[src/hdl/lrn_pkg.sv]
// Shared types and constants of the cross-channel LRN block.
// No dependencies.
package lrn_pkg;

  localparam int HW_W      = 3;
  localparam int ALPHA_W   = 32;
  localparam int K_W       = 24;
  localparam int BETA_W    = 16;
  localparam int CFG_W     = 32;
  localparam int CFG_IDX_W = 2;
  localparam int SUM_W     = 36;
  localparam int SQ_W      = 32;
  localparam int D_W       = 54;
  localparam int FRAC_BITS = 24;

  localparam logic [CFG_IDX_W-1:0] REG_HALF_WINDOW   = 2'd0;
  localparam logic [CFG_IDX_W-1:0] REG_ALPHA_SCALE   = 2'd1;
  localparam logic [CFG_IDX_W-1:0] REG_K_OFFSET      = 2'd2;
  localparam logic [CFG_IDX_W-1:0] REG_BETA_EXPONENT = 2'd3;

  localparam logic [HW_W-1:0]    HALF_WINDOW_RST   = 3'd2;
  localparam logic [ALPHA_W-1:0] ALPHA_SCALE_RST   = 32'd429497;
  localparam logic [K_W-1:0]     K_OFFSET_RST      = 24'd131072;
  localparam logic [BETA_W-1:0]  BETA_EXPONENT_RST = 16'd12288;

  typedef struct packed {
    logic [HW_W-1:0]    half_window;
    logic [ALPHA_W-1:0] alpha_scale;
    logic [K_W-1:0]     k_offset;
    logic [BETA_W-1:0]  beta_exponent;
  } cfg_t;

endpackage

[src/hdl/lrn_front.sv]
// Front end: accepts channel beats, keeps the square and sample lines,
// and issues one job (sample, window sum, last flag) per result. Uses lrn_pkg.
module lrn_front import lrn_pkg::*; #(
  parameter int HALF_MAX     = 7,
  parameter int SAMPLE_WIDTH = 16
) (
  input  logic                           clk,
  input  logic                           rst_n,
  input  logic [HW_W-1:0]                half_window,
  input  logic                           in_valid,
  output logic                           in_ready,
  input  logic signed [SAMPLE_WIDTH-1:0] in_sample,
  input  logic                           in_last_channel,
  output logic                           job_push,
  output logic signed [SAMPLE_WIDTH-1:0] job_sample,
  output logic [SUM_W-1:0]               job_sum,
  output logic                           job_last,
  input  logic                           job_full
);

  localparam int SQ_DEPTH  = 2 * HALF_MAX + 1;
  localparam int SMP_DEPTH = HALF_MAX + 1;
  localparam int CNT_MAX   = 2 * HALF_MAX + 1;
  localparam int QI        = $clog2(SQ_DEPTH);
  localparam int SI        = $clog2(SMP_DEPTH);
  localparam int CW        = $clog2(CNT_MAX + 1);

  localparam logic [1:0] ST_IDLE = 2'd0;
  localparam logic [1:0] ST_SUM  = 2'd1;
  localparam logic [1:0] ST_PUSH = 2'd2;

  logic [1:0]                     state_r, state_nxt;
  logic [SQ_W-1:0]                sq_line_r [SQ_DEPTH];
  logic signed [SAMPLE_WIDTH-1:0] smp_line_r [SMP_DEPTH];
  logic [CW-1:0]                  seen_r, seen_nxt;
  logic [CW-1:0]                  cnt_r, cnt_nxt;
  logic [SI-1:0]                  h_r, h_nxt;
  logic [SI-1:0]                  p_r, p_nxt;
  logic [QI-1:0]                  up_r, up_nxt;
  logic [QI-1:0]                  i_r, i_nxt;
  logic [SUM_W-1:0]               acc_r, acc_nxt;
  logic                           flush_r, flush_nxt;

  logic                           accept;
  logic [SAMPLE_WIDTH-1:0]        mag;
  logic [2*SAMPLE_WIDTH-1:0]      sq_full;
  logic [63:0]                    sq64;
  logic [SQ_W-1:0]                sq_sat;
  logic [SUM_W:0]                 acc_add;

  assign in_ready = (state_r == ST_IDLE);
  assign accept   = in_valid && in_ready;

  assign mag     = in_sample[SAMPLE_WIDTH-1] ? SAMPLE_WIDTH'(-in_sample) : in_sample;
  assign sq_full = mag * mag;
  assign sq64    = 64'(sq_full);
  assign sq_sat  = (|sq64[63:32]) ? '1 : sq64[31:0];

  assign acc_add = {1'b0, acc_r} + (SUM_W + 1)'(sq_line_r[i_r]);

  assign job_push   = (state_r == ST_PUSH) && !job_full;
  assign job_sample = smp_line_r[p_r];
  assign job_sum    = acc_r;
  assign job_last   = flush_r && (p_r == '0);

  always_comb begin
    int h_i, cnt_i, p_i, up_i;
    state_nxt = state_r;
    seen_nxt  = seen_r;
    cnt_nxt   = cnt_r;
    h_nxt     = h_r;
    p_nxt     = p_r;
    up_nxt    = up_r;
    i_nxt     = i_r;
    acc_nxt   = acc_r;
    flush_nxt = flush_r;
    h_i   = (int'(half_window) > HALF_MAX) ? HALF_MAX : int'(half_window);
    cnt_i = int'(seen_r) + 1;
    if (cnt_i > CNT_MAX) cnt_i = CNT_MAX;
    p_i   = 0;
    up_i  = 0;
    unique case (state_r)
      ST_IDLE: begin
        if (accept) begin
          cnt_nxt = CW'(cnt_i);
          h_nxt   = SI'(h_i);
          i_nxt   = '0;
          acc_nxt = '0;
          if (in_last_channel) begin
            seen_nxt  = '0;
            flush_nxt = 1'b1;
            p_i  = (h_i < cnt_i - 1) ? h_i : cnt_i - 1;
            up_i = (p_i + h_i < cnt_i - 1) ? p_i + h_i : cnt_i - 1;
            p_nxt     = SI'(p_i);
            up_nxt    = QI'(up_i);
            state_nxt = ST_SUM;
          end else begin
            seen_nxt  = CW'(cnt_i);
            flush_nxt = 1'b0;
            if (cnt_i > h_i) begin
              up_i = (2 * h_i < cnt_i - 1) ? 2 * h_i : cnt_i - 1;
              p_nxt     = SI'(h_i);
              up_nxt    = QI'(up_i);
              state_nxt = ST_SUM;
            end
          end
        end
      end
      ST_SUM: begin
        acc_nxt = acc_add[SUM_W] ? '1 : acc_add[SUM_W-1:0];
        if (i_r == up_r) state_nxt = ST_PUSH;
        else             i_nxt = i_r + 1'b1;
      end
      ST_PUSH: begin
        if (!job_full) begin
          if (flush_r && (p_r != '0)) begin
            p_i  = int'(p_r) - 1;
            up_i = (p_i + int'(h_r) < int'(cnt_r) - 1) ? p_i + int'(h_r) : int'(cnt_r) - 1;
            p_nxt     = SI'(p_i);
            up_nxt    = QI'(up_i);
            i_nxt     = '0;
            acc_nxt   = '0;
            state_nxt = ST_SUM;
          end else begin
            state_nxt = ST_IDLE;
          end
        end
      end
      default: state_nxt = ST_IDLE;
    endcase
  end

  always_ff @(posedge clk) begin
    if (!rst_n) begin
      state_r <= ST_IDLE;
      seen_r  <= '0;
      for (int n = 0; n < SQ_DEPTH; n++) sq_line_r[n] <= '0;
      for (int n = 0; n < SMP_DEPTH; n++) smp_line_r[n] <= '0;
    end else begin
      state_r <= state_nxt;
      seen_r  <= seen_nxt;
      if (accept) begin
        sq_line_r[0]  <= sq_sat;
        smp_line_r[0] <= in_sample;
        for (int n = 1; n < SQ_DEPTH; n++) sq_line_r[n] <= sq_line_r[n-1];
        for (int n = 1; n < SMP_DEPTH; n++) smp_line_r[n] <= smp_line_r[n-1];
      end
    end
  end

  always_ff @(posedge clk) begin
    cnt_r   <= cnt_nxt;
    h_r     <= h_nxt;
    p_r     <= p_nxt;
    up_r    <= up_nxt;
    i_r     <= i_nxt;
    acc_r   <= acc_nxt;
    flush_r <= flush_nxt;
  end

endmodule

[config.mk]
export PLATFORM = sky130hd
export DESIGN_NAME = lrn_front
export DESIGN_NICKNAME = d
export VERILOG_FILES = /design/src/hdl/lrn_pkg.sv /design/src/hdl/lrn_front.sv
export SDC_FILE = /design/constraint.sdc
export NUM_CORES = 1
export LEC_CHECK = 0
export BUFFER_PORTS_ARGS = -buffer_cell sky130_fd_sc_hd__buf_2
export CORE_MARGIN = 4
export CORE_UTILIZATION = 56
export CTS_CLUSTER_DIAMETER = 60
export CTS_CLUSTER_SIZE = 40
export DETAILED_ROUTE_END_ITERATION = 12
export PLACE_DENSITY = 0.81
export SYNTH_ARGS = -nofsm -noshare
export SYNTH_HDL_FRONTEND = slang
export SYNTH_SLANG_ARGS = --single-unit
[constraint.sdc]
create_clock -name clk -period 27.9 [get_ports clk]
set_clock_uncertainty 0.05 [all_clocks]
set_input_delay 2.79 -clock clk [delete_from_list [all_inputs] [get_ports clk]]
set_output_delay 2.79 -clock clk [all_outputs]
set_load 0.01 [all_outputs]
After elaboration in Yosys (flattened, before gate mapping)
Memories as Yosys holds them, arrays and structs flattened. A register that Yosys moved wholly into a read port is not among the register bits. Index checks and enable logic that the tools add are counted. W data, S select, Z words.

Flip-flop bits (word level): 61. RAM bits: 608. Bits of input ports: 24. Output and inout port bits: 55. Word-level logic and storage cells: 140. Memories kept: 2.

Add/sub/neg operators: 9. Multipliers: 1. $lt $le $gt $ge: 6. Eq/ne operators: 9. Mux-type cells: 66. Bitwise gates (word level): 23. Reductions and logical operators: 15.

Memories: sq_line_r (depth 15, width 32, read ports 15, clocked after memory_dff 1, write ports 15, line lrn_front.sv:33) `logic [SQ_W-1:0] sq_line_r [SQ_DEPTH];`; smp_line_r (depth 8, width 16, read ports 8, clocked after memory_dff 1, write ports 8, line lrn_front.sv:34) `logic signed [SAMPLE_WIDTH-1:0] smp_line_r [SMP_DEPTH];`.

Operators by type and width (count): $mux W32 (17); $mux W16 (9); $mux W36 (4); $pmux W36 S3 (1); $mux W4 (14); $add A36 B32 Y37 (1); $add A32 B4 Y32 (1); $gt A32 B4 Y1 (1); $lt A32 B32 Y1 (1); $lt A4 B32 Y1 (1); $lt A5 B32 Y1 (1); $mul A16 B16 Y32 (1); $sub A32 B2 Y32 const B (1); $or A1 B1 Y1 (23); $mux W3 (6); $neg A16 Y16 (1); $pmux W4 S3 (1); $mux W2 (5); $reduce_and A5 Y1 (2); $pmux W4 S2 (1); $reduce_and A4 Y1 (2); $mux W1 (6); $ne A2 B2 Y1 const B (3); $pmux W2 S3 (1); other kinds (20) (25).

Longest topological paths before layout
Word-level depth: 12. Depth in mapped cells: 36. Gate-level depth less buffers: 33.

Worst setup path before layout
No wires, ideal clock.

Path type: input to register. Start: input rst_n. End: memory smp_line_r[0][0] (enable). Setup time: 4168 ps. Data arrival time: 12968 ps. Path slack: 10714 ps. Stages: 4. Buffers on the path: 3. Cells stage by stage: clkbuf_1 -> clkbuf_1 -> clkbuf_1 -> nand2_1.

RTL lines: from (decl) (line lrn_front.sv:8) `input logic rst_n,`; to (decl) (line lrn_front.sv:34).

==> results.py <==
metrics = {
    "routing": {
        "viasPerCell": 6.092,
        "drt-initial-drc-count": 2582,
        "antenna_left": 0,
        "routedWlPerCell_um": 20.48,
        "vias": 24330,
        "drc": 0,
        "first_pass_iters": 5,
        "drt-total-wl_um": 81800,
    },
    "cts": {
        "numCtsBuffers": 38,
        "htreeDepth": 2,
        "cts-resized-gates": 0,
        "postCtsSetupBuffers": 0,
        "tritoncts": "yes",
        "cts_root_buf": "clkbuf_16",
        "clock_latency_ns": 0.63,
        "clkTransAtPathRegs_ns": 0.12,
        "clock_path_buffers": 3,
        "ctsHoldBuffers": 0,
        "cts_num_sinks": 655,
    },
    "pwr": {
        "seqPwrFrac_pct": 28.0,
        "p_sw_share_pct": 42.61,
        "combinationalPowerShare_pct": 56.8,
        "p_leak_nw": 18.28,
        "ir_drop_v": 0.0002037,
        "switching_power_mw": 1.976,
        "p_int_mw": 2.661,
        "pwr-share-clk_pct": 15.1,
        "power_density_nw_per_um2": 110.6,
    },
    "setup_path": {
        "required_ns": 28.21,
        "cp.depth": 21,
        "crit_slowest_cell": "xor2_1",
        "path_buf_inv": 1,
        "critPathCaptureType": "flip-flop",
        "cpPeakStageDelay_ns": 0.80,
        "startpoint": "in_sample[4]",
        "path_cells": "buf_2, or4_1, nor4_1, nand2b_1, o41ai_1, xor2_1, nor2_1, fa_1, fa_1, fa_1, fa_1, fa_1, fa_1, ha_1, and3_1, a41oi_1, o21ai_1, a21o_1, a21o_1, a221oi_1, mux2i_1",
        "path_class": "in -> reg",
        "startpoint_type": "primary input",
        "path_max_fanout": 12,
        "cp_common_cell": "fa_1",
        "cp.arrival_ns": 10.92,
        "r2r_start": "seen_r[0]",
        "r2r_cells": 32,
        "path_delay_family": "adder cells",
    },
    "finish": {
        "stdcell_count": 3994,
        "mostFrequentLayoutCell": "edfxtp_1",
        "syn_to_final_growth_pct": 6.781,
        "fin_util_pct": 60.71,
        "drive_gt1_share_pct": 12.08,
        "nets": 3399,
        "final_cell_mix": "edfxtp_1 (642), and3_1 (386), inv_1 (235)",
        "fillers": 5124,
        "stdcell_area_um2": 41930,
    },
    "hold_path": {
        "hp-start": "sq_line_r[11][0]",
        "hp-class": "reg -> reg",
        "min_path_cells": 1,
    },
    "floorplanning": {
        "die_h_um": 272.8,
        "die_area_um2": 74420,
        "die_w_um": 272.8,
        "ios": 79,
        "rows": 96,
        "core_area_um2": 69070,
        "initial_core_util_pct": 56.85,
    },
    "place": {
        "dp_hpwl_um": 54980,
        "place_inst": 3923,
        "placed_cell_area_um2": 40390,
        "gp_congestion": 0.9222,
        "post-place-ws_ns": 16.71,
        "numPortBuffers": 78,
    },
    "grt": {
        "grt_overflow_total": 0,
        "antenna_found_initial": 2,
        "grt_pass1_wl_um": 134100,
        "gr-usage-all-layers_pct": 22.05,
        "first_global_vias": 24570,
        "grt_max_degree": 224,
    },
    "logic_synthesis": {
        "yosys_most_used_dff": "edfxtp_1",
        "synth_edf_count": 642,
        "synth.top_cell.area_share_pct": 49.10,
        "synth_cell_type_count": 73,
        "syn_inst": 3067,
        "yosysTopAreaCell": "edfxtp_1",
        "yosys_warnings": 0,
        "synth_area_um2": 39270,
        "ys_seq_elements": 655,
        "synth_seq_area_share_pct": 49.76,
        "avgSynthCellArea_um2": 12.80,
        "ys_async_sr_fraction_pct": 0,
        "synth_area_leaders": "edfxtp_1 (49%), mux4_2 (8.9%), fa_1 (8.5%), and3_1 (6.1%), ha_1 (5.6%)",
    },
    "sta": {
        "finalHoldViolCount": 0,
        "fin_ws_ns": 17.29,
        "finalMaxSlewViolations": 0,
        "worstMarginPinSlew_ns": 1.348,
        "fin_crit_ns": 10.61,
        "setup_viol": 0,
        "max_freq_ghz": 0.09429,
        "tns_ns": 0,
        "min_period_over_period_pct": 38.01,
        "rsz0062_at_grt": "false",
        "slew-limit-headroom_pct": 10.13,
    },
    "run": {
        "cap_violations": 0,
    },
    "outcome": {
        "status": "complete, no violations",
    },
}
==> cell families after synthesis <==
| kind of cell | synth area share [%] |
|---|---|
| flops | 49.76 |
| mux | 10.68 |
| xor+xnor | 2.049 |
| other cells | 0.01913 |
| simple gates | 13.69 |
| fa+ha+maj | 14.13 |
| buf+inv | 4.136 |
| compound gates | 5.544 |
==> routing by layer <==
metal	up-vias	GRT usage, %	share of wire, %
met5	-	0	0.016
met4	2	5.146	2.0
met3	111	2.608	5.4
met2	757	35.55	49
met1	12370	32.72	44
li1	11090	-	-
==> synth_stat cells (all sizes together) (94+ instances only) <==
| master | count |
|---|---|
| clkbuf | 173 |
| edfxtp | 642 |
| nand2 | 144 |
| mux4 | 156 |
| a21oi | 115 |
| nor2 | 136 |
| ha | 177 |
| fa | 166 |
| and3 | 386 |
| o21ai | 94 |
| and2 | 198 |
| inv | 238 |
==> area by class of cell <==
class | count | area, um2 | share of cell area [%]
Antenna cell | 1 | 2.502 | 0.005968
Clock buffer | 39 | 975.9 | 2.328
Clock inverter | 31 | 564.3 | 1.346
Inverter | 242 | 915.9 | 2.184
Multi-Input combinational cell | 1993 | 18160 | 43.32
Sequential cell | 655 | 19550 | 46.62
Tap cell | 931 | 1165 | 2.778
Timing Repair Buffer | 102 | 593.1 | 1.414
==> worst register-to-register path: cells and delay by family, from the launching register on <==
kind / cells / cell delay [ns]
buffers and inverters: 3 / 0.48
muxes: 3 / 1.45
DFF: 1 / 0.53
AOI/OAI and AO/OA: 10 / 1.94
adders and majority gates: 6 / 2.21
and+or+nand+nor: 10 / 1.56
==> through the flow <==
stage          power [mW]  hold WS (ns)
5_1_grt             5.022        0.5029
3_3_place_gp        3.820        0.4790
2_1_floorplan       3.344        0.4683
4_1_cts             4.636        0.4921
6_report            4.636        0.4903
3_5_place_dp        3.913        0.4836
==> power groups by stage <==
stage	clock network (mW)	registers, mW	logic [mW]
final	0.702	1.30	2.63
after global placement	0	1.31	2.51
after CTS	0.714	1.30	2.62
after floorplan	0	1.32	2.02
after detailed placement	0	1.32	2.59
after global routing	0.754	1.31	2.96
==> worst paths after layout <==
path,slack (ns),endpoint
max,17.29,sq_line_r[0][30]
min reg2reg,0.49,sq_line_r[12][0]
max reg2reg,19.42,up_r[0]
min,0.49,sq_line_r[12][0]
==> registers in the layout (all words and copies together), names as in the netlist, named ones only <==
signal and flops:
p_r 3, cnt_r 4, job_sum 36, sq_line_r 461, i_r 4, h_r 3
up_r 4, state_r 2, smp_line_r 126, flush_r 1, seen_r 4
(Power assumes the default switching activity.)
