==> src/hdl/lrn_queue.sv <==
// Short job queue between front and back end, in flip-flops.
// No package dependencies.
module lrn_queue #(
  parameter int DW    = 53,
  parameter int DEPTH = 4
) (
  input  logic          clk,
  input  logic          rst_n,
  input  logic          push,
  input  logic [DW-1:0] wdata,
  output logic          full,
  input  logic          pop,
  output logic [DW-1:0] rdata,
  output logic          empty
);

  localparam int AW = (DEPTH > 1) ? $clog2(DEPTH) : 1;
  localparam int CW = $clog2(DEPTH + 1);

  logic [DW-1:0] mem_r [DEPTH];
  logic [AW-1:0] wp_r, rp_r;
  logic [CW-1:0] count_r;

  assign full  = (count_r == CW'(DEPTH));
  assign empty = (count_r == '0);
  assign rdata = mem_r[rp_r];

  always_ff @(posedge clk) begin
    if (!rst_n) begin
      wp_r    <= '0;
      rp_r    <= '0;
      count_r <= '0;
    end else begin
      if (push) wp_r <= (wp_r == AW'(DEPTH - 1)) ? '0 : wp_r + 1'b1;
      if (pop)  rp_r <= (rp_r == AW'(DEPTH - 1)) ? '0 : rp_r + 1'b1;
      if (push && !pop)      count_r <= count_r + 1'b1;
      else if (pop && !push) count_r <= count_r - 1'b1;
    end
  end

  always_ff @(posedge clk) begin
    if (push) mem_r[wp_r] <= wdata;
  end

endmodule

==> config.mk <==
export PLATFORM = sky130hd
export DESIGN_NAME = lrn_queue
export DESIGN_NICKNAME = d
export VERILOG_FILES = /design/src/hdl/lrn_queue.sv
export SDC_FILE = /design/constraint.sdc
export NUM_CORES = 1
export LEC_CHECK = 0
export BUFFER_PORTS_ARGS = -buffer_cell sky130_fd_sc_hd__clkbuf_2
export CAP_MARGIN = 20
export CELL_PAD_IN_SITES_DETAIL_PLACEMENT = 0
export CELL_PAD_IN_SITES_GLOBAL_PLACEMENT = 1
export CORE_UTILIZATION = 45
export CTS_CLUSTER_DIAMETER = 200
export CTS_CLUSTER_SIZE = 40
export DETAILED_ROUTE_END_ITERATION = 10
export PLACE_DENSITY = 0.75
export SLEW_MARGIN = 20
export SYNTH_ARGS = -nofsm -noshare
export SYNTH_HDL_FRONTEND = slang
export SYNTH_SLANG_ARGS = --single-unit
==> constraint.sdc <==
create_clock -name clk -period 2.35 [get_ports clk]
set_input_delay 0.235 -clock clk [delete_from_list [all_inputs] [get_ports clk]]
set_output_delay 0.235 -clock clk [all_outputs]
set_load 0.02 [all_outputs]
=== Word level (Yosys, flattened, before mapping) ===
Memory sizes are Yosys's and may differ from the RTL's. A register that Yosys moved wholly into a read port is not among the register bits.
Index checks and enable logic that the tools add are counted.

* Add/subtract/negate cells: 4
* Multipliers: 0
* Div/mod/pow operators: 0
* Magnitude comparators: 0
* Eq/ne operators: 3
* Shift operators: 0
* Mux-type cells: 8
* Bitwise logic cells: 0
* Reduce and logical (&&, ||, !) cells: 6

{| class="wikitable"
|+ Operator list
! kind !! number
|-
| $mux 2 || 4
|-
| $mux 3 || 2
|-
| $add 2x1->2 const B || 2
|-
| $eq 2x2->1 const B || 2
|-
| $add 3x1->3 const B || 1
|-
| $eq 3x3->1 const B || 1
|-
| $logic_not 3->1 || 1
|-
| $sub 3x1->3 const B || 1
|-
| $logic_and 1x1->1 || 2
|-
| $logic_not 1->1 || 2
|-
| $mux 1 || 2
|-
| $reduce_bool 2->1 || 1
|}

* Flip-flop bits (word level): 7
* Bits in latches: 0
* Memory bits (writable): 212
* Memory bits (read-only): 0
* Output and inout bits: 55
* Logic and storage cells: 25
* Memories: 1

{| class="wikitable"
|+ Memories
! memory !! words !! width !! rd ports !! clocked after Yosys merged registers in !! write ports !! RTL line !! text
|-
| mem_r || 4 || 53 || 1 || 1 || 1 || 20 || <nowiki>logic [DW-1:0] mem_r [DEPTH];</nowiki>
|}

=== Depth between registers and ports, before layout ===
Gate-level depths: netlist (run 1).

* Depth in word-level cells: 4
* Gate-level depth with buffers: 7
* Gate-level depth less buffers: 7

=== Worst setup path before layout (run 1) ===
Ideal clock, no wire load.

* Path kind: reg2reg
* From: reg wp_r[0]
* To: mem mem_r[3][0], enable pin
* Library setup time: 416 ps
* Data arrival time: 1809 ps
* Data required time: 1934 ps
* Path slack: 125 ps
* Cell stages (with the launch flop): 3
* Buffers on the path: 0
* Clock period less this slack: 2225 ps
* Cells stage by stage: dfxtp_1 -> ha_1 -> and2_1

{| class="wikitable"
|+ RTL lines
! what !! RTL line !! text
|-
| start, declared || 21 || <nowiki>logic [AW-1:0] wp_r, rp_r;</nowiki>
|-
| start signal, assigned || 34 || <nowiki>if (push) wp_r <= (wp_r == AW'(DEPTH - 1)) ? '0 : wp_r + 1'b1;</nowiki>
|-
| end, declared || 20 ||
|}

Straight into the memory's write port.

==> results of run 1 <==
## metal layers
metal  track usage [%]  wire, um  share of wire (%)  up-vias
met3              2.41       652                4.7       10
met2              27.1      7240                 52       81
met4              3.09       190                1.4        0
met1              21.0      5930                 42     1953
met5                 0         0                  0        -
li1                  -         -                  -     1692
## synth_stat cells
| cell type | count | share of area [%] |
|---|---|---|
| sky130_fd_sc_hd__a21boi_0 | 1 | 0.092 |
| sky130_fd_sc_hd__and2_1 | 5 | 0.38 |
| sky130_fd_sc_hd__buf_12 | 5 | 1.2 |
| sky130_fd_sc_hd__buf_2 | 5 | 0.31 |
| sky130_fd_sc_hd__buf_6 | 1 | 0.14 |
| sky130_fd_sc_hd__clkbuf_1 | 1 | 0.046 |
| sky130_fd_sc_hd__dfxtp_1 | 9 | 2.2 |
| sky130_fd_sc_hd__edfxtp_1 | 212 | 78 |
| sky130_fd_sc_hd__fa_1 | 1 | 0.25 |
| sky130_fd_sc_hd__ha_1 | 6 | 0.92 |
| sky130_fd_sc_hd__inv_1 | 4 | 0.18 |
| sky130_fd_sc_hd__mux2i_1 | 4 | 0.49 |
| sky130_fd_sc_hd__mux4_1 | 3 | 0.96 |
| sky130_fd_sc_hd__mux4_2 | 50 | 14 |
| sky130_fd_sc_hd__nor2_1 | 1 | 0.046 |
| sky130_fd_sc_hd__nor2b_1 | 5 | 0.38 |
| sky130_fd_sc_hd__nor3_1 | 2 | 0.12 |
| sky130_fd_sc_hd__nor3b_1 | 1 | 0.092 |
| sky130_fd_sc_hd__o21a_1 | 1 | 0.092 |
| sky130_fd_sc_hd__o21ai_0 | 1 | 0.061 |
| sky130_fd_sc_hd__or3_1 | 1 | 0.077 |
| sky130_fd_sc_hd__xnor2_1 | 1 | 0.11 |
| sky130_fd_sc_hd__xor2_1 | 1 | 0.11 |
## power groups by stage
stage,combinational [W],clock [W],sequential [W]
after detailed placement,0.000862,0,0.00466
after CTS,0.000937,0.00188,0.00457
after global routing,0.000995,0.00201,0.00458
after global placement,0.000847,0,0.00465
final,0.000922,0.00181,0.00456
after floorplan,0.000565,0,0.00463
## how the worst max path moves through the flow
| stage | from | end | slack (ns) | cells past startpoint |
|---|---|---|---|---|
| finish | flop | rdata[9] | 0.1 | 3 |
| global route | flop | rdata[9] | 0.008 | 3 |
| CTS | flop | rdata[33] | 0.01 | 3 |
| detailed placement | flop | rdata[33] | 0.53 | 3 |
| global placement | flop | rdata[33] | 0.54 | 3 |
| floorplan | wp_r[0] | mem_r[3][0] | 0.13 | 2 |
## cell type report
class / count / area, um2 / share of cell area, %
sequential: 221 / 6550 / 66.6
multi-input combinational: 84 / 1480 / 15.0
timing repair buffer: 175 / 1260 / 12.8
tap: 225 / 282 / 2.86
clock buffer: 10 / 229 / 2.33
clock inverter: 1 / 20.0 / 0.204
inverter: 4 / 15.0 / 0.153
## state kept, by name, indices dropped and copies added (netlist names), named ones only
signal	flops
mem_r	212
wp_r	2
rp_r	2
count_r	3
## cell families (layout without fill, tap and decap cells)
logic type / Yosys count / count (layout) / synth area share (%)
fa+ha+maj: 7 / 7 / 1.16
simple gates: 15 / 15 / 1.10
xor+xnor: 2 / 2 / 0.214
mux: 57 / 57 / 15.2
compound gates: 3 / 3 / 0.245
buf+inv: 16 / 190 / 1.90
flops: 221 / 221 / 80.1
## metrics by stage
| step | cells | setup WS, ns |
|---|---|---|
| global placement | 655 | 0.538 |
| CTS | 718 | 0.0107 |
| detailed placement | 655 | 0.531 |
| floorplan | 321 | 0.125 |
| global route | 720 | 0.00808 |
| finish | 720 | 0.0954 |
## cells in the final DEF (no fill, tap or decap)
| cell type | instances |
|---|---|
| sky130_fd_sc_hd__xor2_1 | 1 |
| sky130_fd_sc_hd__and2_1 | 1 |
| sky130_fd_sc_hd__buf_12 | 6 |
| sky130_fd_sc_hd__inv_16 | 1 |
| sky130_fd_sc_hd__dfxtp_4 | 1 |
| sky130_fd_sc_hd__and2_2 | 2 |
| sky130_fd_sc_hd__o21a_1 | 1 |
| sky130_fd_sc_hd__xnor2_1 | 1 |
| sky130_fd_sc_hd__clkbuf_2 | 111 |
| sky130_fd_sc_hd__fa_1 | 1 |
| sky130_fd_sc_hd__nor2_1 | 1 |
| sky130_fd_sc_hd__mux4_1 | 3 |
| sky130_fd_sc_hd__nor3_1 | 2 |
| sky130_fd_sc_hd__dfxtp_2 | 1 |
| sky130_fd_sc_hd__clkbuf_1 | 1 |
| sky130_fd_sc_hd__mux2i_1 | 4 |
| sky130_fd_sc_hd__inv_1 | 4 |
| sky130_fd_sc_hd__buf_16 | 1 |
| sky130_fd_sc_hd__a21boi_0 | 1 |
| sky130_fd_sc_hd__ha_1 | 6 |
| sky130_fd_sc_hd__edfxtp_1 | 212 |
| sky130_fd_sc_hd__and2_4 | 2 |
| sky130_fd_sc_hd__buf_4 | 5 |
| sky130_fd_sc_hd__clkbuf_16 | 9 |
| sky130_fd_sc_hd__dlygate4sd3_1 | 52 |
| sky130_fd_sc_hd__nor3b_1 | 1 |
| sky130_fd_sc_hd__o21ai_0 | 1 |
| sky130_fd_sc_hd__mux4_2 | 50 |
| sky130_fd_sc_hd__or3_1 | 1 |
| sky130_fd_sc_hd__dfxtp_1 | 7 |
| sky130_fd_sc_hd__nor2b_1 | 5 |
## critical path, cell delays in order, from the launching register on
cell and delay (ns):
sky130_fd_sc_hd__dfxtp_2 0.74, sky130_fd_sc_hd__buf_12 0.26, sky130_fd_sc_hd__mux4_2 0.37, sky130_fd_sc_hd__clkbuf_2 0.18
## repair_timing
item / CTS / global route
buffers inserted: 0 / 2
gates resized for setup: 1 / 0
endpoints found under the hold margin: 206 / 0
hold buffers: 52 / 0
gates cloned: 0 / 0
setup endpoints to repair: 1 / 7
==> metrics.md, run 1 <==
| Metric | Value |
|---|---|
| Synth cell types | `23` |
| Number of design-rule violations left by the first detailed-router iteration | `284` |
| Internal power summed over all cells | `0.00565 W` |
| Net switching component of the power | `0.00165 W` |
| Power density normalized to cell area | `742 mW/mm2` |
| Comb pwr share | `between 10% and 20%` |
| Post-detailed-placement cell area | `0.00904 mm2` |
| Type of the worst setup path | `reg -> out` |
| Largest net degree at the start of global routing | `54` |
| Gate Count Post-Synth | `321` |
| Sequential element share of the synthesized area | `80.1%` |
| Hold path start | `wdata[30]` |
| Overall via count from detail_route | `3736` |
| Fraction of final layout cells sized beyond drive strength 1 | `38.2%` |
| Final worst path period share | `95.9%` |
| Period minus WS final | `approximately 2.3 ns` |
| Number of diodes | `0` |
| Area of the die | `0.0187 mm2` |
| Worst VDD drop | `0.510 mV` |
| Maximum operating frequency | `444 MHz` |
| Number of global-route vias before repair | `roughly 4000` |
| Number of H-tree branching levels | `1` |
| Status | `complete, no violations` |
| Netlist Area Pre-Place | `between 0.008 and 0.009 mm2` |
| Total detailed-routing wirelength | `14.0 mm` |
| Number of synthesis warnings | `0` |
| R2R Setup Slk | `around 0.65 ns` |
| Endpoint with the worst hold slack | `mem_r[0][30]` |
| Unrepaired setup endpoints after global routing | `false` |
| Number of nets in the layout | `559` |
| Capture instance of the worst register-to-register path | `mem_r[0][43]` |
| Final Max Slew Viols | `0` |
| Routability congestion estimate from global placement | `about 0.66` |
| Port Buffers | `~110` |
| Number of maximum-capacitance violations | `0` |
| Routed length per placed instance | `19.5 um` |
| Root cell of the clock tree | `sky130_fd_sc_hd__clkbuf_16` |
| Overflow left after global routing | `0` |
| First-pass DRT Iterations | `4` |
| Number of endpoints with negative hold slack in the final report | `0` |
| Depth of the worst register-to-register path | `4` |
| Power share of the sequential group | `between 60% and 70%` |
| Crit end category | `output pin` |
| Highest fanout seen on the critical path | `19` |
| Switching share of total power | `22.6%` |
| First-pass GRT wire length | `between 20 and 25 mm` |
| Number of clock buffers inserted by TritonCTS | `9` |
| Placeable core area | `0.0175 mm2` |
| CTS sink count | `roughly 220` |
| Worst Tran Pin Value | `0.594 ns` |
| Starting utilization of the core area | `46.6%` |
| Die height | `137 um` |
| Worst r2r src | `wp_r[0]` |
| Clock transition time at the flip-flop clock pins of the worst setup and hold paths | `0.13 ns` |
| Min-Delay Path Depth | `1` |
| Worst hold slack after final layout | `0.00938 ns` |
| Horiz. Die Dim | `137 um` |
| Remaining antenna violation count | `0` |
| Startpoint class of the critical path | `flop` |
| Final setup violation count | `0` |
| Accumulated negative setup slack | `0 ns` |
| Part of the power in the clock network | `between 20% and 30%` |
| I/O pin count | `112` |
| Post-layout total power | `0.00730 W` |
| HP Class | `in -> reg` |
| Post-synth net total | `385` |
| Leakage component of the power | `between 3 and 4 nW` |
| Post-detailed-placement half-perimeter wirelength | `8.69 mm` |
| Number of antenna violations at the first check in global routing | `0` |
| GRT Resource Usage Total | `15.6%` |
| Number of inserted filler cells in the final layout | `between 1000 and 1500` |
| Required time of the worst setup path | `2.12 ns` |
| Post-Route Utilization | `56.1%` |
| Clock buffer depth | `3` |
| Clock network latency to the later pin of the worst-skew pair | `0.46 ns` |
| Signed area change from the synthesized netlist to the final layout | `20.4%` |
| Max-slew headroom at the worst pin | `between 60% and 70%` |
| # DRC | `0` |
| Synthesized flop and latch total | `around 220` |
| Area of all placed cells without fillers | `0.00983 mm2` |
| Via count normalized by instance count | `5.19` |
| Skew final | `0.0180 ns` |
| Number of rows created at floorplan | `48` |
| CP arrival | `approximately 2 ns` |
| CTS tree | `yes` |
| Mean post-synth cell area | `about 25 um2` |
Note: power is estimated with default switching activity, not from simulation.
==> run 2, diff against run 1 <==
Settings changed: CORE_UTILIZATION 45 to 50, PLACE_DENSITY 0.75 to 0.79.
Clock period 2.35 ns to 2.4 ns, I/O delays scaled along.
==> run 2 against run 1 <==
Global-route usage increased by 1.1 points; final cell count decreased by 0.14%; non-clock buffer count increased by 6; clock power about the same; sequential share of layout area about the same; via count increased by 0.35%; clock-buffer cell count increased by 2; critical path depth unchanged; worst setup slack improved by 0.14 ns.
==> metrics.md, run 2 (synthesis results as in run 1) <==
| Metric | Value |
|---|---|
| Placeable core area | `0.0159 mm2 (-9.1%)` |
| Horiz. Die Dim | `130 um (-5.1%)` |
| CP arrival | `1.93 ns (-0.09 ns)` |
| Routed length per placed instance | `19.2 um (-1.6%)` |
| Required time of the worst setup path | `2.16 ns (+0.04 ns)` |
| Worst VDD drop | `0.799 mV (+57%)` |
| Max-slew headroom at the worst pin | `60.4% (about the same)` |
| HP Class | `in -> reg` |
| Number of design-rule violations left by the first detailed-router iteration | `198 (-30%)` |
| Skew final | `0.0191 ns (+0.00107 ns)` |
| Max FFs per register | `212 (unchanged)` |
| Largest registers ranked by flip-flop count | `mem_r: 212 flops, count_r: 3 flops` |
| Die height | `130 um (-5.1%)` |
| Overall via count from detail_route | `3749 (+0.35%)` |
| Buf/Inv on CP | `2 (unchanged)` |
| Delay of the slowest critical-path stage | `0.56 ns (-0.18 ns)` |
| Most frequent cells in the layout | `sky130_fd_sc_hd__edfxtp_1, sky130_fd_sc_hd__clkbuf_2, sky130_fd_sc_hd__dlygate4sd3_1` |
| Number of H-tree branching levels | `1 (unchanged)` |
| Period minus WS final | `between 2 and 2.5 ns` |
| Leakage component of the power | `3.37 nW (+0.69%)` |
| Number of endpoints with negative hold slack in the final report | `0 (unchanged)` |
| Number of inserted filler cells in the final layout | `1118 (-18%)` |
| Number of maximum-capacitance violations | `0 (unchanged)` |
| Highest fanout seen on the critical path | `21 (+2)` |
| Final worst path period share | `90.3%` |
| CTS tree | `yes` |
| Starting utilization of the core area | `51.2% (+4.7 points)` |
| Root cell of the clock tree | `sky130_fd_sc_hd__clkbuf_16` |
| Cell with the largest stage delay on the worst path | `sky130_fd_sc_hd__mux4_1` |
| Delay-heaviest family, CP | `multiplexers` |
| Signed area change from the synthesized netlist to the final layout | `20.4% (about the same)` |
| Final Max Slew Viols | `0 (unchanged)` |
| Critical path, cell by cell | `buf_12 -> mux4_1 -> clkbuf_2` |
| Accumulated negative setup slack | `0 ns (unchanged)` |
| Number of diodes | `0 (unchanged)` |
| CTS sink count | `221 (unchanged)` |
| Most common cell after layout, fill and taps aside | `sky130_fd_sc_hd__edfxtp_1` |
| Crit end category | `output pin` |
| Pre-CTS WS | `0.581 ns (+0.0507 ns)` |
| Routability congestion estimate from global placement | `0.667 (+0.51%)` |
| Startpoint class of the critical path | `flop` |
| Area of the die | `0.0169 mm2 (-9.9%)` |
| Port Buffers | `111 (unchanged)` |
| Status | `complete, no violations` |
| Number of global-route vias before repair | `3922 (-1.5%)` |
| Total detailed-routing wirelength | `13.8 mm (-1.7%)` |
| Largest net degree at the start of global routing | `46 (-15%)` |
| Worst Tran Pin Value | `0.594 ns (+0.000370 ns)` |
| Overflow left after global routing | `0 (unchanged)` |
| Fraction of final layout cells sized beyond drive strength 1 | `39.0% (+0.78 points)` |
| Clock buffer depth | `3 (unchanged)` |
| First-pass DRT Iterations | `4 (unchanged)` |
| GRT Resource Usage Total | `16.7% (+1.1 points)` |
| Clock network latency to the later pin of the worst-skew pair | `0.46 ns (about the same)` |
| # DRC | `0 (unchanged)` |
| Maximum operating frequency | `between 400 and 500 MHz` |
| I/O pin count | `112 (unchanged)` |
| Number of nets in the layout | `565 (+1.1%)` |
| Number of antenna violations at the first check in global routing | `0 (unchanged)` |
| Unrepaired setup endpoints after global routing | `false` |
| Number of clock buffers inserted by TritonCTS | `9 (unchanged)` |
| Number of rows created at floorplan | `46 (-4.2%)` |
| Post-detailed-placement half-perimeter wirelength | `8.05 mm (-7.4%)` |
| Type of the worst setup path | `reg -> out` |
| Via count normalized by instance count | `5.21 (+0.49%)` |
| Largest register by flop count | `mem_r` |
| Power density normalized to cell area | `727 mW/mm2 (-2.0%)` |
| First-pass GRT wire length | `20.9 mm (-4.0%)` |
| Clock transition time at the flip-flop clock pins of the worst setup and hold paths | `0.13 ns (about the same)` |
| Final setup slack of the worst path | `0.232 ns (+0.136 ns)` |
| Remaining antenna violation count | `0 (unchanged)` |
| Final setup violation count | `0 (unchanged)` |
-- run 2: layer usage --
metal,part of all wire (%),track usage (%)
met1,43,22.0
met2,51,29.4
met3,4.9,2.71
met4,1.1,3.56
met5,0,0
-- run 2: power by group --
part           switching, W  leakage, nW  internal (W)
Combinational      0.000497         1.23      0.000407
Clock               0.00106        0.124      0.000726
Sequential        0.0000527         2.02       0.00441
-- run 2: cell type report --
type	count	area [um2]	area share [%]
Timing Repair Buffer	181	1270	12.9
Clock inverter	1	20.0	0.204
Sequential cell	221	6550	66.6
Inverter	4	15.0	0.153
Clock buffer	12	236	2.40
Multi-Input combinational cell	84	1470	15.0
Tap cell	216	270	2.75
-- run 2: final timing paths --
check | from | to | slack [ns] | cells past startpoint
max | flop | rdata[33] | 0.23 | 3
min | wdata[51] | mem_r[0][51] | 0.009 | 1
max reg2reg | wp_r[0] | mem_r[3][4] | 0.80 | 3
min reg2reg | count_r[2] | count_r[2] | 0.52 | 2
-- run 2: repair_timing --
action / 4_1_cts / 5_1_grt
endpoints found under the setup margin: 0 / 8
resized for setup: 0 / 0
hold buffers: 51 / 0
setup buffers: 0 / 9
endpoints found under the hold margin: 198 / 0
-- run 2: metrics by stage --
step | instance area, um2 | std cells | util (%) | hold WS, ns | total power, W
floorplan | 8170 | 321 | - | 0.339 | 0.00509
detailed placement | 9000 | 646 | 56.5 | 0.459 | 0.00539
global placement | 9000 | 646 | 56.5 | 0.453 | 0.00536
global route | 9840 | 719 | 61.7 | 0.00676 | 0.00742
CTS | 9770 | 710 | 61.3 | 0.0000943 | 0.00724
finish | 9840 | 719 | 61.7 | 0.00934 | 0.00715
==> run 3, diff against run 2 <==
Settings changed: CORE_MARGIN set to 3, MAX_ROUTING_LAYER set to met4.
==> run 3 against run 2 <==
Die area grew 6.3%; worst setup slack got worse by 0.021 ns; global-route usage decreased by 0.16 points; sequential power is essentially flat; register-to-register slack worse by 0.08 ns; clock power about the same; final cell count down 1.3%; via count increased by 0.96%; power down 0.26%; sequential share of layout area rose by 0.70 points; core utilization shrank 0.64 points; highest routed layer unchanged.
==> metrics.md, run 3 (synthesis results as in run 1) <==
| Metric | Value |
|---|---|
| Final worst path period share | `91.2% (+0.88 points)` |
| Number of clock buffers inserted by TritonCTS | `9 (unchanged)` |
| Number of maximum-capacitance violations | `0 (unchanged)` |
| Number of endpoints with negative hold slack in the final report | `0 (unchanged)` |
| Overflow left after global routing | `0 (unchanged)` |
| R2R Setup Slk | `0.72 ns (-0.08 ns)` |
| Type of the worst setup path | `reg -> out` |
| Number of H-tree branching levels | `1 (unchanged)` |
| Cell with the largest stage delay on the worst path | `sky130_fd_sc_hd__dfxtp_2` |
| Depth of the worst register-to-register path | `4 (+1)` |
| Signed area change from the synthesized netlist to the final layout | `19.2%` |
| Clock network latency to the later pin of the worst-skew pair | `0.47 ns (about the same)` |
| Min-Delay Path Depth | `1 (unchanged)` |
| Highest fanout seen on the critical path | `15 (-29%)` |
| CTS tree | `yes` |
| Area of the die | `0.0179 mm2 (+6.3%)` |
| Hold path start | `wdata[40]` |
| Maximum operating frequency | `457 MHz (-0.97%)` |
| GRT Resource Usage Total | `16.5% (-0.16 points)` |
| Post-Route Utilization | `61.1% (-0.64 points)` |
| CTS sink count | `221 (unchanged)` |
| Number of nets in the layout | `557 (-1.4%)` |
| Overall via count from detail_route | `3785 (+0.96%)` |
| Worst Tran Pin Value | `0.535 ns (-0.0589 ns)` |
| Status | `complete, no violations` |
| Topmost layer with routed signal wires | `met4` |
| Number of antenna violations at the first check in global routing | `1 (+1)` |
| Accumulated negative setup slack | `0 ns (unchanged)` |
| Largest register by flop count | `mem_r` |
| Port Buffers | `111 (unchanged)` |
| Worst r2r src | `wp_r[0]` |
| Number of design-rule violations left by the first detailed-router iteration | `276 (+39%)` |
| Pre-CTS WS | `0.542 ns (-0.0398 ns)` |
| Largest net degree at the start of global routing | `42 (-8.7%)` |
| Delay of the slowest critical-path stage | `0.62 ns (+0.06 ns)` |
| # DRC | `0 (unchanged)` |
| Most common cell after layout, fill and taps aside | `sky130_fd_sc_hd__edfxtp_1` |
| CP arrival | `1.95 ns (+0.02 ns)` |
| Clock buffer depth | `3 (unchanged)` |
| Placeable core area | `0.0159 mm2 (unchanged)` |
| Critical path, cell by cell | `buf_4 -> mux4_2 -> clkbuf_2` |
| Buf/Inv on CP | `2 (unchanged)` |
| HP Class | `in -> reg` |
| Total length of routed met2 wires | `7.47 mm (+6.3%)` |
| Routed length per placed instance | `20.1 um (+4.9%)` |
| Max-slew headroom at the worst pin | `64.3% (+3.9 points)` |
| Period minus WS final | `2.19 ns (+0.0211 ns)` |
| Starting utilization of the core area | `51.2% (unchanged)` |
| Unrepaired setup endpoints after global routing | `false` |
| Number of global-route vias before repair | `4002 (+2.0%)` |
| Skew final | `0.0239 ns (+0.00473 ns)` |
| Final setup slack of the worst path | `0.211 ns (-0.0211 ns)` |
| Clock transition time at the flip-flop clock pins of the worst setup and hold paths | `0.13 ns (about the same)` |
| Crit end category | `output pin` |
| Startpoint class of the critical path | `flop` |
| Root cell of the clock tree | `sky130_fd_sc_hd__clkbuf_16` |
| First-pass GRT wire length | `22.4 mm (+7.3%)` |
| Final Max Slew Viols | `0 (unchanged)` |
| I/O pin count | `112 (unchanged)` |
| Power density normalized to cell area | `733 mW/mm2 (+0.79%)` |
| Total detailed-routing wirelength | `14.3 mm (+3.6%)` |
| Final setup violation count | `0 (unchanged)` |
| Fraction of final layout cells sized beyond drive strength 1 | `40.2% (+1.2 points)` |
| Remaining antenna violation count | `0 (unchanged)` |
| First-pass DRT Iterations | `4 (unchanged)` |
| Sum of met3 wire segment lengths after detailed routing | `630 um (-6.0%)` |
| Routability congestion estimate from global placement | `0.731 (+9.6%)` |
| Most frequent cells in the layout | `sky130_fd_sc_hd__edfxtp_1, sky130_fd_sc_hd__clkbuf_2, sky130_fd_sc_hd__mux4_2` |
| Die height | `134 um (+3.1%)` |
| Capture instance of the worst register-to-register path | `mem_r[0][6]` |
| Delay-heaviest family, CP | `flip-flops` |
| Via count normalized by instance count | `5.33 (+2.2%)` |
| Horiz. Die Dim | `134 um (+3.1%)` |
| Number of rows created at floorplan | `46 (unchanged)` |
| Endpoint with the worst hold slack | `mem_r[1][40]` |
| Routed metal-1 wire length | `5.98 mm (+1.0%)` |
| Max FFs per register | `212 (unchanged)` |
| Leakage component of the power | `3.34 nW (-1.0%)` |
| Post-detailed-placement half-perimeter wirelength | `9.11 mm (+13%)` |
| Worst VDD drop | `0.624 mV (-22%)` |
| Largest registers ranked by flip-flop count | `mem_r: 212 flops, count_r: 3 flops` |
| Required time of the worst setup path | `2.16 ns (about the same)` |
-- run 3: cell count changes in the layout (fill, tap and decap cells not counted), sizes merged --
cell | before | now
buf | 19 | 21
clkbuf | 123 | 121
diode | 0 | 1
dlygate4sd3 | 51 | 41
-- run 3: stage by stage --
| stage | cell area [um2] | hold WS, ns | total power (W) | std cells |
|---|---|---|---|---|
| 2_1_floorplan | 8170 | 0.339 | 0.00509 | 321 |
| 3_3_place_gp | 9000 | 0.454 | 0.00537 | 648 |
| 3_5_place_dp | 9000 | 0.461 | 0.00540 | 648 |
| 4_1_cts | 9640 | 0.000394 | 0.00719 | 698 |
| 5_1_grt | 9730 | 0.00257 | 0.00740 | 710 |
| 6_report | 9730 | 0.00768 | 0.00713 | 710 |
-- run 3: area by class of cell --
| type | instances | area (um2) |
|---|---|---|
| Clock buffer | 10 | 229 |
| Multi-Input combinational cell | 84 | 1470 |
| Antenna cell | 1 | 2.50 |
| Clock inverter | 1 | 20.0 |
| Tap cell | 216 | 270 |
| Timing Repair Buffer | 173 | 1170 |
| Sequential cell | 221 | 6550 |
| Inverter | 4 | 15.0 |
| Fill cell | 1145 | 6210 |
-- run 3: routing by layer --
layer | up-vias | GRT usage (%)
met5 | - | -
met4 | 0 | 2.69
met3 | 11 | 2.36
met2 | 93 | 27.9
met1 | 1992 | 22.2
li1 | 1689 | -
-- run 3: repair_timing --
action                                  CTS  global route
buffers inserted                          0             9
hold buffers                             39             2
hold endpoints to repair                153             8
resized for setup                         0             0
endpoints found under the setup margin    0             3
-- run 3: how the worst max path moves through the flow --
| stage | endpoint | depth (start not counted) |
|---|---|---|
| floorplan | mem_r[3][0] | 2 |
| global route | rdata[47] | 3 |
| global placement | rdata[33] | 3 |
| CTS | rdata[44] | 3 |
| detailed placement | rdata[44] | 3 |
| finish | rdata[47] | 3 |
-- run 3: power breakdown --
part           internal [W]  switching [W]  total, W
logic              0.000400       0.000494  0.000893
registers           0.00441      0.0000608   0.00447
clock network      0.000714        0.00106   0.00177
total               0.00552        0.00161   0.00713
-- run 3: worst register-to-register path, delay by kind of cell (launching register included) --
family	cells	cell delay (ns)
fa+ha+maj	1	0.14
buf+inv	2	0.42
flops	1	0.37
simple gates	1	0.48
